### src/rtl/npcm_pkg.sv
`default_nettype none
// ----------------------------------------------------------------------------
// npcm_pkg
// Shared types, command codes and constants of the nearest palette color
// matcher.
// ----------------------------------------------------------------------------
package npcm_pkg;

    localparam int COLOR_W = 8;
    localparam int ENTRY_W = 3 * COLOR_W;
    localparam int INDEX_W = 4;
    localparam int DIST_W  = 23;
    localparam int REV_W   = 32;
    localparam int SQ_W    = 2 * COLOR_W;

    localparam logic       CMD_LOAD  = 1'b0;
    localparam logic       CMD_QUERY = 1'b1;

    localparam logic [6:0] WEIGHT_R = 7'd30;
    localparam logic [6:0] WEIGHT_G = 7'd59;
    localparam logic [6:0] WEIGHT_B = 7'd11;

    localparam logic [REV_W-1:0] REV_RESET = 32'd1;

    // Default sixteen-color table, packed red, green, blue.
    localparam logic [ENTRY_W-1:0] DEFAULT_COLORS [16] = '{
        24'h000000, 24'hFFFFFF, 24'hBE1A24, 24'h30E6C6,
        24'hB41AE2, 24'h1FD21E, 24'h211BAE, 24'hDFF60A,
        24'hB84104, 24'h6A3304, 24'hFE4A57, 24'h424540,
        24'h70746F, 24'h59FE59, 24'h5553FE, 24'hA4A7A2
    };

    // Control tag that rides along the scoring pipeline.
    typedef struct packed {
        logic vld;
        logic first;
        logic last;
    } t_tag;

    // Reset content of a palette entry; entries past the table are black.
    function automatic logic [ENTRY_W-1:0] default_color(input logic [7:0] idx);
        logic [ENTRY_W-1:0] val;
        val = '0;
        if (idx < 8'd16) begin
            val = DEFAULT_COLORS[idx[3:0]];
        end
        return val;
    endfunction

endpackage
`default_nettype wire

### src/rtl/npcm_if.sv
`default_nettype none
// ----------------------------------------------------------------------------
// npcm_in_if / npcm_out_if
// Valid/ready channels carrying command words and result words.
// ----------------------------------------------------------------------------
interface npcm_in_if;
    logic       valid;
    logic       ready;
    logic       command;
    logic [3:0] entry_index;
    logic [7:0] red;
    logic [7:0] green;
    logic [7:0] blue;
    logic       load_last;

    modport source (output valid, command, entry_index, red, green, blue, load_last,
                    input ready);
    modport sink   (input valid, command, entry_index, red, green, blue, load_last,
                    output ready);
endinterface

interface npcm_out_if;
    logic        valid;
    logic        ready;
    logic [3:0]  color_index;
    logic [22:0] best_distance;
    logic [31:0] revision;

    modport source (output valid, color_index, best_distance, revision, input ready);
    modport sink   (input valid, color_index, best_distance, revision, output ready);
endinterface
`default_nettype wire

### src/rtl/npcm_palette_mem.sv
`default_nettype none
// ----------------------------------------------------------------------------
// npcm_palette_mem
// Palette storage: one write port, one synchronous (registered) read port.
// Per-entry valid bits stand in for the default table until written.
// ----------------------------------------------------------------------------
module npcm_palette_mem #(
    parameter int DEPTH = 16,
    parameter int AW    = $clog2(DEPTH)
) (
    input  wire logic                        i_clk,
    input  wire logic                        i_rst_n,
    input  wire logic                        i_rd_en,
    input  wire logic [AW-1:0]               i_rd_addr,
    output logic      [npcm_pkg::ENTRY_W-1:0] o_rd_data,
    input  wire logic                        i_wr_en,
    input  wire logic [AW-1:0]               i_wr_addr,
    input  wire logic [npcm_pkg::ENTRY_W-1:0] i_wr_data
);
    import npcm_pkg::*;

    logic [ENTRY_W-1:0] r_mem [DEPTH];
    logic [DEPTH-1:0]   r_vld;
    logic [ENTRY_W-1:0] r_rd_data;
    logic               r_rd_hit;
    logic [AW-1:0]      r_rd_addr;

    always_ff @(posedge i_clk) begin
        if (i_wr_en) begin
            r_mem[i_wr_addr] <= i_wr_data;
        end
        if (i_rd_en) begin
            r_rd_data <= r_mem[i_rd_addr];
            r_rd_hit  <= r_vld[i_rd_addr];
            r_rd_addr <= i_rd_addr;
        end
    end

    always_ff @(posedge i_clk) begin
        if (!i_rst_n) begin
            r_vld <= '0;
        end else if (i_wr_en) begin
            r_vld[i_wr_addr] <= 1'b1;
        end
    end

    assign o_rd_data = r_rd_hit ? r_rd_data : default_color(8'(r_rd_addr));

endmodule
`default_nettype wire

### src/rtl/npcm_score.sv
`default_nettype none
// ----------------------------------------------------------------------------
// npcm_score
// Two-stage weighted distance unit: squares of the channel differences,
// then 30*dr^2 + 59*dg^2 + 11*db^2. Takes one entry per cycle.
// ----------------------------------------------------------------------------
module npcm_score #(
    parameter int AW = 4
) (
    input  wire logic                        i_clk,
    input  wire logic                        i_rst_n,
    input  npcm_pkg::t_tag                   i_tag,
    input  wire logic [AW-1:0]               i_idx,
    input  wire logic [npcm_pkg::ENTRY_W-1:0] i_entry,
    input  wire logic [npcm_pkg::COLOR_W-1:0] i_red,
    input  wire logic [npcm_pkg::COLOR_W-1:0] i_green,
    input  wire logic [npcm_pkg::COLOR_W-1:0] i_blue,
    output npcm_pkg::t_tag                   o_tag,
    output logic      [AW-1:0]               o_idx,
    output logic      [npcm_pkg::DIST_W-1:0]  o_dist
);
    import npcm_pkg::*;

    function automatic logic [COLOR_W-1:0] abs_diff(input logic [COLOR_W-1:0] a,
                                                    input logic [COLOR_W-1:0] b);
        return (a > b) ? (a - b) : (b - a);
    endfunction

    logic [COLOR_W-1:0] dr, dg, db;
    t_tag               r_tag1, r_tag2;
    logic [AW-1:0]      r_idx1, r_idx2;
    logic [SQ_W-1:0]    r_sq_r, r_sq_g, r_sq_b;
    logic [DIST_W-1:0]  r_dist;

    assign dr = abs_diff(i_entry[3*COLOR_W-1:2*COLOR_W], i_red);
    assign dg = abs_diff(i_entry[2*COLOR_W-1:COLOR_W], i_green);
    assign db = abs_diff(i_entry[COLOR_W-1:0], i_blue);

    always_ff @(posedge i_clk) begin
        if (!i_rst_n) begin
            r_tag1 <= '0;
            r_tag2 <= '0;
        end else begin
            r_tag1 <= i_tag;
            r_tag2 <= r_tag1;
        end
    end

    always_ff @(posedge i_clk) begin
        r_idx1 <= i_idx;
        r_sq_r <= SQ_W'(dr) * SQ_W'(dr);
        r_sq_g <= SQ_W'(dg) * SQ_W'(dg);
        r_sq_b <= SQ_W'(db) * SQ_W'(db);
        r_idx2 <= r_idx1;
        r_dist <= DIST_W'(WEIGHT_R) * DIST_W'(r_sq_r)
                + DIST_W'(WEIGHT_G) * DIST_W'(r_sq_g)
                + DIST_W'(WEIGHT_B) * DIST_W'(r_sq_b);
    end

    assign o_tag  = r_tag2;
    assign o_idx  = r_idx2;
    assign o_dist = r_dist;

endmodule
`default_nettype wire

### src/rtl/nearest_palette_color_matcher_top.sv
`default_nettype none
// ----------------------------------------------------------------------------
// nearest_palette_color_matcher_top
// Palette of PALETTE_SIZE RGB entries with load and nearest-color query.
// ----------------------------------------------------------------------------
// Usage:
//   i_in carries command words. A load (command 0) writes one palette entry;
//   the word with load_last closes the load and bumps the revision if any
//   entry of that load changed (wraps to 1, never 0). A query (command 1)
//   returns the lowest-index entry with the smallest weighted distance.
//   o_out returns exactly one result word per command word, in order, each
//   with the current revision.
// Flow:
//   Load: S_LD_RD (read), S_LD_WR (compare/write), then S_DONE (emit).
//   Query: one palette read per cycle feeds the shared two-stage distance
//   unit, whose output updates the running minimum before S_DONE emits.
//   One word is in flight at a time; i_in.ready is high only when idle.
// Reset: the palette reads as the default table, revision is 1.
// Stall: a finished result waits in the output register; the next word is
//   still taken and runs until its own result needs that register.
// ----------------------------------------------------------------------------
module nearest_palette_color_matcher_top #(
    parameter int PALETTE_SIZE = 16
) (
    input  wire logic i_clk,
    input  wire logic i_rst_n,
    npcm_in_if.sink   i_in,
    npcm_out_if.source o_out
);
    import npcm_pkg::*;

    localparam int AW = $clog2(PALETTE_SIZE);
    localparam logic [AW-1:0] LAST_IDX = AW'(PALETTE_SIZE - 1);

    typedef enum logic [5:0] {
        S_IDLE  = 6'b000001,
        S_LD_RD = 6'b000010,
        S_LD_WR = 6'b000100,
        S_Q_RUN = 6'b001000,
        S_Q_WT  = 6'b010000,
        S_DONE  = 6'b100000
    } t_state;

    t_state             r_state, n_state;

    // captured command word
    logic               r_cmd;
    logic [INDEX_W-1:0] r_idx;
    logic [COLOR_W-1:0] r_red, r_green, r_blue;
    logic               r_last;

    logic [AW-1:0]      r_cnt, n_cnt;
    t_tag               r_rd_tag, n_rd_tag;
    logic [AW-1:0]      r_rd_idx;

    logic [REV_W-1:0]   r_rev, n_rev;
    logic               r_chg, n_chg;
    logic [DIST_W-1:0]  r_best;
    logic [AW-1:0]      r_best_idx;

    logic               r_out_vld;
    logic [INDEX_W-1:0] r_out_idx;
    logic [DIST_W-1:0]  r_out_dist;
    logic [REV_W-1:0]   r_out_rev;

    logic               in_acc;
    logic               in_range;
    logic               out_free;
    logic [ENTRY_W-1:0] ld_value;
    logic               rd_en, wr_en;
    logic [AW-1:0]      rd_addr, ld_addr;
    logic [ENTRY_W-1:0] rd_data;
    t_tag               sc_tag;
    logic [AW-1:0]      sc_idx;
    logic [DIST_W-1:0]  sc_dist;
    logic [REV_W-1:0]   rev_inc;
    logic               chg_now;

    assign i_in.ready = (r_state == S_IDLE);
    assign in_acc     = i_in.valid && i_in.ready;
    assign out_free   = !r_out_vld || o_out.ready;

    assign in_range = 32'(r_idx) < 32'(PALETTE_SIZE);
    assign ld_addr  = AW'(r_idx);
    assign ld_value = {r_red, r_green, r_blue};
    assign chg_now  = in_range && (rd_data != ld_value);
    assign rev_inc  = r_rev + REV_W'(1);

    always_comb begin
        n_state  = r_state;
        n_cnt    = r_cnt;
        n_rd_tag = '0;
        n_rev    = r_rev;
        n_chg    = r_chg;
        rd_en    = 1'b0;
        rd_addr  = r_cnt;
        wr_en    = 1'b0;
        unique case (r_state)
            S_IDLE: begin
                if (in_acc) begin
                    n_state = (i_in.command == CMD_QUERY) ? S_Q_RUN : S_LD_RD;
                end
            end
            S_LD_RD: begin
                rd_en   = in_range;
                rd_addr = ld_addr;
                n_state = S_LD_WR;
            end
            S_LD_WR: begin
                wr_en = in_range;
                n_chg = r_chg | chg_now;
                if (r_last) begin
                    if (n_chg) begin
                        n_rev = (rev_inc == '0) ? REV_RESET : rev_inc;
                    end
                    n_chg = 1'b0;
                end
                n_state = S_DONE;
            end
            S_Q_RUN: begin
                rd_en          = 1'b1;
                n_rd_tag.vld   = 1'b1;
                n_rd_tag.first = (r_cnt == '0);
                n_rd_tag.last  = (r_cnt == LAST_IDX);
                if (r_cnt == LAST_IDX) begin
                    n_cnt   = '0;
                    n_state = S_Q_WT;
                end else begin
                    n_cnt = r_cnt + AW'(1);
                end
            end
            S_Q_WT: begin
                if (sc_tag.vld && sc_tag.last) begin
                    n_state = S_DONE;
                end
            end
            S_DONE: begin
                if (out_free) begin
                    n_state = S_IDLE;
                end
            end
            default: begin
                n_state = S_IDLE;
            end
        endcase
    end

    always_ff @(posedge i_clk) begin
        if (!i_rst_n) begin
            r_state   <= S_IDLE;
            r_cnt     <= '0;
            r_rd_tag  <= '0;
            r_rev     <= REV_RESET;
            r_chg     <= 1'b0;
            r_out_vld <= 1'b0;
        end else begin
            r_state  <= n_state;
            r_cnt    <= n_cnt;
            r_rd_tag <= n_rd_tag;
            r_rev    <= n_rev;
            r_chg    <= n_chg;
            if (r_state == S_DONE && out_free) begin
                r_out_vld <= 1'b1;
            end else if (o_out.ready) begin
                r_out_vld <= 1'b0;
            end
        end
    end

    always_ff @(posedge i_clk) begin
        if (in_acc) begin
            r_cmd   <= i_in.command;
            r_idx   <= i_in.entry_index;
            r_red   <= i_in.red;
            r_green <= i_in.green;
            r_blue  <= i_in.blue;
            r_last  <= i_in.load_last;
        end
        r_rd_idx <= r_cnt;
        // first score seeds the minimum; strict less keeps the lowest index
        if (sc_tag.vld && (sc_tag.first || sc_dist < r_best)) begin
            r_best     <= sc_dist;
            r_best_idx <= sc_idx;
        end
        if (r_state == S_DONE && out_free) begin
            r_out_idx  <= (r_cmd == CMD_QUERY) ? INDEX_W'(r_best_idx) : '0;
            r_out_dist <= (r_cmd == CMD_QUERY) ? r_best : '0;
            r_out_rev  <= r_rev;
        end
    end

    npcm_palette_mem #(
        .DEPTH (PALETTE_SIZE),
        .AW    (AW)
    ) u_mem (
        .i_clk     (i_clk),
        .i_rst_n   (i_rst_n),
        .i_rd_en   (rd_en),
        .i_rd_addr (rd_addr),
        .o_rd_data (rd_data),
        .i_wr_en   (wr_en),
        .i_wr_addr (ld_addr),
        .i_wr_data (ld_value)
    );

    npcm_score #(
        .AW (AW)
    ) u_score (
        .i_clk   (i_clk),
        .i_rst_n (i_rst_n),
        .i_tag   (r_rd_tag),
        .i_idx   (r_rd_idx),
        .i_entry (rd_data),
        .i_red   (r_red),
        .i_green (r_green),
        .i_blue  (r_blue),
        .o_tag   (sc_tag),
        .o_idx   (sc_idx),
        .o_dist  (sc_dist)
    );

    assign o_out.valid         = r_out_vld;
    assign o_out.color_index   = r_out_idx;
    assign o_out.best_distance = r_out_dist;
    assign o_out.revision      = r_out_rev;

endmodule
`default_nettype wire

### src/flat_wrapper.sv
// flat-port wrapper written by rule: the top's interface ports become plain ports
module nearest_palette_color_matcher_top_flat import npcm_pkg::*;
#(
    parameter int PALETTE_SIZE = 16
)
  (i_clk, i_rst_n, i_in_valid, i_in_command, i_in_entry_index, i_in_red, i_in_green, i_in_blue, i_in_load_last, i_in_ready, o_out_valid, o_out_color_index, o_out_best_distance, o_out_revision, o_out_ready);
  npcm_in_if i_in_i ();
  npcm_out_if o_out_i ();
  input  wire logic i_clk;
  input  wire logic i_rst_n;
  input wire logic [$bits(i_in_i.valid)-1:0] i_in_valid;
  input wire logic [$bits(i_in_i.command)-1:0] i_in_command;
  input wire logic [$bits(i_in_i.entry_index)-1:0] i_in_entry_index;
  input wire logic [$bits(i_in_i.red)-1:0] i_in_red;
  input wire logic [$bits(i_in_i.green)-1:0] i_in_green;
  input wire logic [$bits(i_in_i.blue)-1:0] i_in_blue;
  input wire logic [$bits(i_in_i.load_last)-1:0] i_in_load_last;
  output wire logic [$bits(i_in_i.ready)-1:0] i_in_ready;
  output wire logic [$bits(o_out_i.valid)-1:0] o_out_valid;
  output wire logic [$bits(o_out_i.color_index)-1:0] o_out_color_index;
  output wire logic [$bits(o_out_i.best_distance)-1:0] o_out_best_distance;
  output wire logic [$bits(o_out_i.revision)-1:0] o_out_revision;
  input wire logic [$bits(o_out_i.ready)-1:0] o_out_ready;
  assign i_in_i.valid = i_in_valid;
  assign i_in_i.command = i_in_command;
  assign i_in_i.entry_index = i_in_entry_index;
  assign i_in_i.red = i_in_red;
  assign i_in_i.green = i_in_green;
  assign i_in_i.blue = i_in_blue;
  assign i_in_i.load_last = i_in_load_last;
  assign i_in_ready = i_in_i.ready;
  assign o_out_valid = o_out_i.valid;
  assign o_out_color_index = o_out_i.color_index;
  assign o_out_best_distance = o_out_i.best_distance;
  assign o_out_revision = o_out_i.revision;
  assign o_out_i.ready = o_out_ready;
  nearest_palette_color_matcher_top #(.PALETTE_SIZE(PALETTE_SIZE)) u_core (.i_clk(i_clk), .i_rst_n(i_rst_n), .i_in(i_in_i), .o_out(o_out_i));
endmodule
### config.mk
export PLATFORM = sky130hd
export DESIGN_NAME = nearest_palette_color_matcher_top_flat
export DESIGN_NICKNAME = d
export VERILOG_FILES = /design/src/rtl/npcm_pkg.sv /design/src/rtl/npcm_if.sv /design/src/rtl/npcm_palette_mem.sv /design/src/rtl/npcm_score.sv /design/src/rtl/nearest_palette_color_matcher_top.sv /design/src/flat_wrapper.sv
export SDC_FILE = /design/constraint.sdc
export NUM_CORES = 2
export LEC_CHECK = 0
export ABC_AREA = 1
export BUFFER_PORTS_ARGS = -buffer_cell sky130_fd_sc_hd__clkbuf_2
export CAP_MARGIN = 25
export CORE_ASPECT_RATIO = 1.1
export CORE_MARGIN = 5
export CORE_UTILIZATION = 65
export CTS_CLUSTER_SIZE = 30
export DETAILED_ROUTE_END_ITERATION = 7
export PLACE_DENSITY = 0.94
export SYNTH_ARGS = -nofsm -noshare
export SYNTH_HDL_FRONTEND = slang
export SYNTH_SLANG_ARGS = --single-unit
### constraint.sdc
create_clock -name i_clk -period 11.7 [get_ports i_clk]
set_input_delay 1.755 -clock i_clk [delete_from_list [all_inputs] [get_ports i_clk]]
set_output_delay 1.755 -clock i_clk [all_outputs]
set_load 0.02 [all_outputs]
==> results.md <==
- Outcome: complete, no violations
- First-pass GRT wire length: 158 mm
- Via count: 29354
- Arithmetic-cell share of the synthesized area counting full adders, half adders and majority gates: 19.3%
- Xor/xnor share of the synthesized area: 2.51%
- Met2 WL: 49.9 mm
- Vias in the first global route: 30136
- Dominant combinational cell family by area after synthesis: adder cells
- Starting DRC count in detailed routing: 3806
- Synth Warn #: 0
- Share of the cycle needed by the critical path after routing: 66.3%
- Horiz. Die Dim: 245 µm
- CP arrival: 8.30 ns
- Number of antenna-violating nets in the routed design: 0
- Yosys reg bits: 678
- Area of the core: 0.0600 mm²
- Routed WL: 101 mm
- Wire length per cell: 21.2 µm
- Resized Gates After CTS: 0
- WS Path Type: reg2reg
- Reported max-cap violation count: 0
- Total number of clock tree sinks: 678
- Worst slack after detailed placement: 4.40 ns
- Minimum clock period after layout: 7.76 ns
- Startpoint type of the worst setup path: flip-flop
- Number of buffers created by CTS: 67
- Clk Tree Root Cell: sky130_fd_sc_hd__clkbuf_16
- Worst-margin pin slew: 1.14 ns
- Seq. cell area: 0.0189 mm²
- FF-to-FF path depth: 27
- Port bufs: 94
- Worst-skew pair later-pin latency: 0.63 ns
- Detail-routed via count per cell: 6.16
- Cell count after synthesis: 3853
- Data required time of the critical path: 12.24 ns
- Final setup skew: 0.0406 ns
- Area enclosed by the die boundary: 0.0657 mm²
- Relative slew margins: 24.0%
- DRC viols: 0
- Area fraction in compound gates after synthesis: 11.0%
- Area delta synth->final: 8.99%
- Fraction of the yosys area taken by sequential cells: 47.9%
- Placed wire-length estimate: 65.3 mm
- Number of instances on the worst hold path: 0
- Max-slew violation count: 0
- Proportion of synthesized area in mux cells: 0.0254%
- Crit path setup slack, layout: 3.94 ns
- Number of different library cells in the post-synthesis netlist: 59
- Gr usage total: 30.4%
- Placement row count: 94
- Antenna diodes: 0
- Hold-fix buffer count after cts: 0
- Share of layout cells above drive strength 1: 7.72%
- Setup repair after global routing missed its margin: no
- Fillcell total: 3594
- H-tree depth: 3
- CTS tree: yes
- Final-layout setup total negative slack: 0 ns
- Die span in y: 268 µm
- Top fanout value on the critical path: 17
- Global-route congestion overflow total: 0
- Count of TritonRoute iterations in the first routing pass: 8
- Initial antenna violation count: 0
- Topmost layer with routed signal wires: met4
- Maximum number of pins on one net before global-route repair: 201
- Final Wtd Congestion: 0.970
- Hold Path Class: reg2reg
- Fmax: 129 MHz
- Total met3 wirelength after detailed routing: 10.3 mm
- Clock input transition at the sequential cells of the worst setup and hold paths: 0.06 ns
- Mean Syn Cell Area: 10.2 µm²
- Final-stage net count: 4462
- Kind of end point of the critical path: flip-flop
- Total standard cell area after synthesis: 0.0394 mm²
- Combined area of the multi-input logic cells: 0.0175 mm²
- Maximum buffer depth of the clock tree: 3
- Routed met1 length: 35.0 mm
- Boundary pin count: 95
- Final count of hold timing violations: 0
- Simple-gate area share of the yosys netlist: 11.4%
- Effective utilization at floorplan: 65.7%
- Final-report setup violation count: 0
- Post-CTS setup buffer count: 0
state kept, by name, indices dropped and copies added, names as in the netlist, 15 cells and up:
| name | cells |
|---|---|
| u_core.u_mem.r_mem | 384 |
| u_core.o_out.revision | 32 |
| u_core.r_rev | 32 |
| u_core.u_score.r_sq_r | 15 |
| u_core.u_score.r_sq_g | 15 |
| u_core.u_score.r_sq_b | 15 |
| u_core.r_best | 23 |
| u_core.u_score.o_dist | 23 |
| u_core.u_mem.r_rd_data | 24 |
| u_core.o_out.best_distance | 23 |
| u_core.u_mem.r_vld | 16 |
layout make-up:
| cell class | count | area share, % |
|---|---|---|
| clock inverter | 31 | 0.784 |
| inverter | 653 | 5.71 |
| timing repair buffer | 136 | 2.11 |
| clock buffer | 92 | 4.41 |
| sequential | 678 | 43.9 |
| tap | 768 | 2.24 |
| multi-input combinational | 2411 | 40.8 |
critical path, stage by stage, from the launching register on:
cell and delay (ns):
sky130_fd_sc_hd__edfxtp_1 0.69, sky130_fd_sc_hd__inv_1 0.32, sky130_fd_sc_hd__o21ai_0 0.67, sky130_fd_sc_hd__inv_1 0.10
sky130_fd_sc_hd__o31ai_1 0.32, sky130_fd_sc_hd__ha_1 0.38, sky130_fd_sc_hd__a21oi_1 0.22, sky130_fd_sc_hd__o21a_1 0.19
sky130_fd_sc_hd__o21ai_1 0.08, sky130_fd_sc_hd__nand2_2 0.14, sky130_fd_sc_hd__inv_2 0.09, sky130_fd_sc_hd__or2_0 0.20
sky130_fd_sc_hd__o21ai_1 0.19, sky130_fd_sc_hd__inv_2 0.15, sky130_fd_sc_hd__nor2_1 0.21, sky130_fd_sc_hd__fa_1 0.46
sky130_fd_sc_hd__fa_1 0.55, sky130_fd_sc_hd__inv_1 0.06, sky130_fd_sc_hd__fa_1 0.50, sky130_fd_sc_hd__fa_1 0.59
sky130_fd_sc_hd__inv_1 0.07, sky130_fd_sc_hd__ha_1 0.36, sky130_fd_sc_hd__a21oi_1 0.33, sky130_fd_sc_hd__o21ai_0 0.21
sky130_fd_sc_hd__a21oi_1 0.23, sky130_fd_sc_hd__nor2_1 0.08, sky130_fd_sc_hd__nor2_1 0.17, sky130_fd_sc_hd__xnor2_1 0.13
per-stage QoR:
| step | instance area, µm² | instances | util [%] | hold slack, ns |
|---|---|---|---|---|
| floorplan | 39400 | 3857 | - | 0.310 |
| global placement | 40600 | 4640 | 67.6 | 0.312 |
| detailed placement | 40600 | 4643 | 67.8 | 0.313 |
| CTS | 42900 | 4766 | 71.5 | 0.327 |
| global route | 42900 | 4769 | 71.6 | 0.337 |
| finish | 42900 | 4769 | 71.6 | 0.327 |
cells by family after synthesis:
logic type	after synthesis
fa+ha+maj	481
other cells	1
mux	1
buf+inv	768
xor+xnor	113
compound gates	740
flops	678
simple gates	1071
cell usage in the layout, fill, tap and decap left out, types with 12 or more instances in the layout:
master	Yosys	final
sky130_fd_sc_hd__a21oi_1	127	127
sky130_fd_sc_hd__edfxtp_1	529	529
sky130_fd_sc_hd__nand3_1	190	190
sky130_fd_sc_hd__o21ai_2	14	12
sky130_fd_sc_hd__nor2_1	325	307
sky130_fd_sc_hd__xnor2_1	50	50
sky130_fd_sc_hd__fa_1	210	210
sky130_fd_sc_hd__nor2_2	8	21
sky130_fd_sc_hd__buf_4	13	35
sky130_fd_sc_hd__o21bai_1	116	116
sky130_fd_sc_hd__nand4_1	19	19
sky130_fd_sc_hd__xor2_1	63	63
sky130_fd_sc_hd__ha_1	271	271
sky130_fd_sc_hd__o211ai_1	30	30
sky130_fd_sc_hd__o21ai_0	315	315
sky130_fd_sc_hd__clkbuf_1	37	13
sky130_fd_sc_hd__nand2_1	474	474
sky130_fd_sc_hd__a21o_1	14	14
sky130_fd_sc_hd__dfxtp_1	149	149
sky130_fd_sc_hd__inv_1	643	643
sky130_fd_sc_hd__clkbuf_16	0	70
sky130_fd_sc_hd__clkbuf_2	1	96
sky130_fd_sc_hd__a211oi_1	22	22
sky130_fd_sc_hd__nor3_1	18	18
sky130_fd_sc_hd__o21ai_1	61	60
worst paths after layout:
check / from / to / slack [ns]
max: u_core.u_mem.r_rd_addr[2] / u_core.u_score.r_sq_b[13] / 3.94
min: u_core.r_rd_idx[1] / u_core.u_score.r_idx1[1] / 0.33
max reg2reg: u_core.u_mem.r_rd_addr[2] / u_core.u_score.r_sq_b[13] / 3.94
min reg2reg: u_core.r_rd_idx[1] / u_core.u_score.r_idx1[1] / 0.33
layer usage:
metal / vias up / global-route usage, %
li1: 12977 / -
met1: 13856 / 35.8
met2: 2054 / 52.9
met3: 467 / 6.43
met4: 0 / 15.7
met5: - / 0
cells in the mapped netlist (all sizes together):
cell     instances  area [µm²]
a22oi            1        7.51
fa             210        4200
o31ai            3        22.5
dfxtp          149        2980
a311oi           1        8.76
a21oi          128         644
conb             1        3.75
o21a             6        45.0
nor3b            1        7.51
nand3b           8        60.1
and2             5        31.3
clkbuf          38         144
a211oi          22         165
nor3            18        90.1
o211ai          31         238
buf             77         527
nand2          483        1840
clkinv           2        7.51
a22o             2        17.5
nor4             3        18.8
o2111ai          3        26.3
o211a            2        20.0
xnor2           50         438
o221ai           5        43.8
a31oi           10        62.6
xor2            63         552
a21o            14         105
ha             271        3390
or2              7        43.8
mux2i            1        10.0
o22ai            1        6.26
nand3          192         971
edfxtp         529       15900
inv            651        2440
o21bai         116         871
a221oi           1        8.76
nand4           20         140
o21ai          391        2020
a21boi           3        22.5
nor2           334        1280
Power is left out: the tool's default activity adds up to more than one toggle a clock period on the data nets, which glitch-free logic cannot reach.
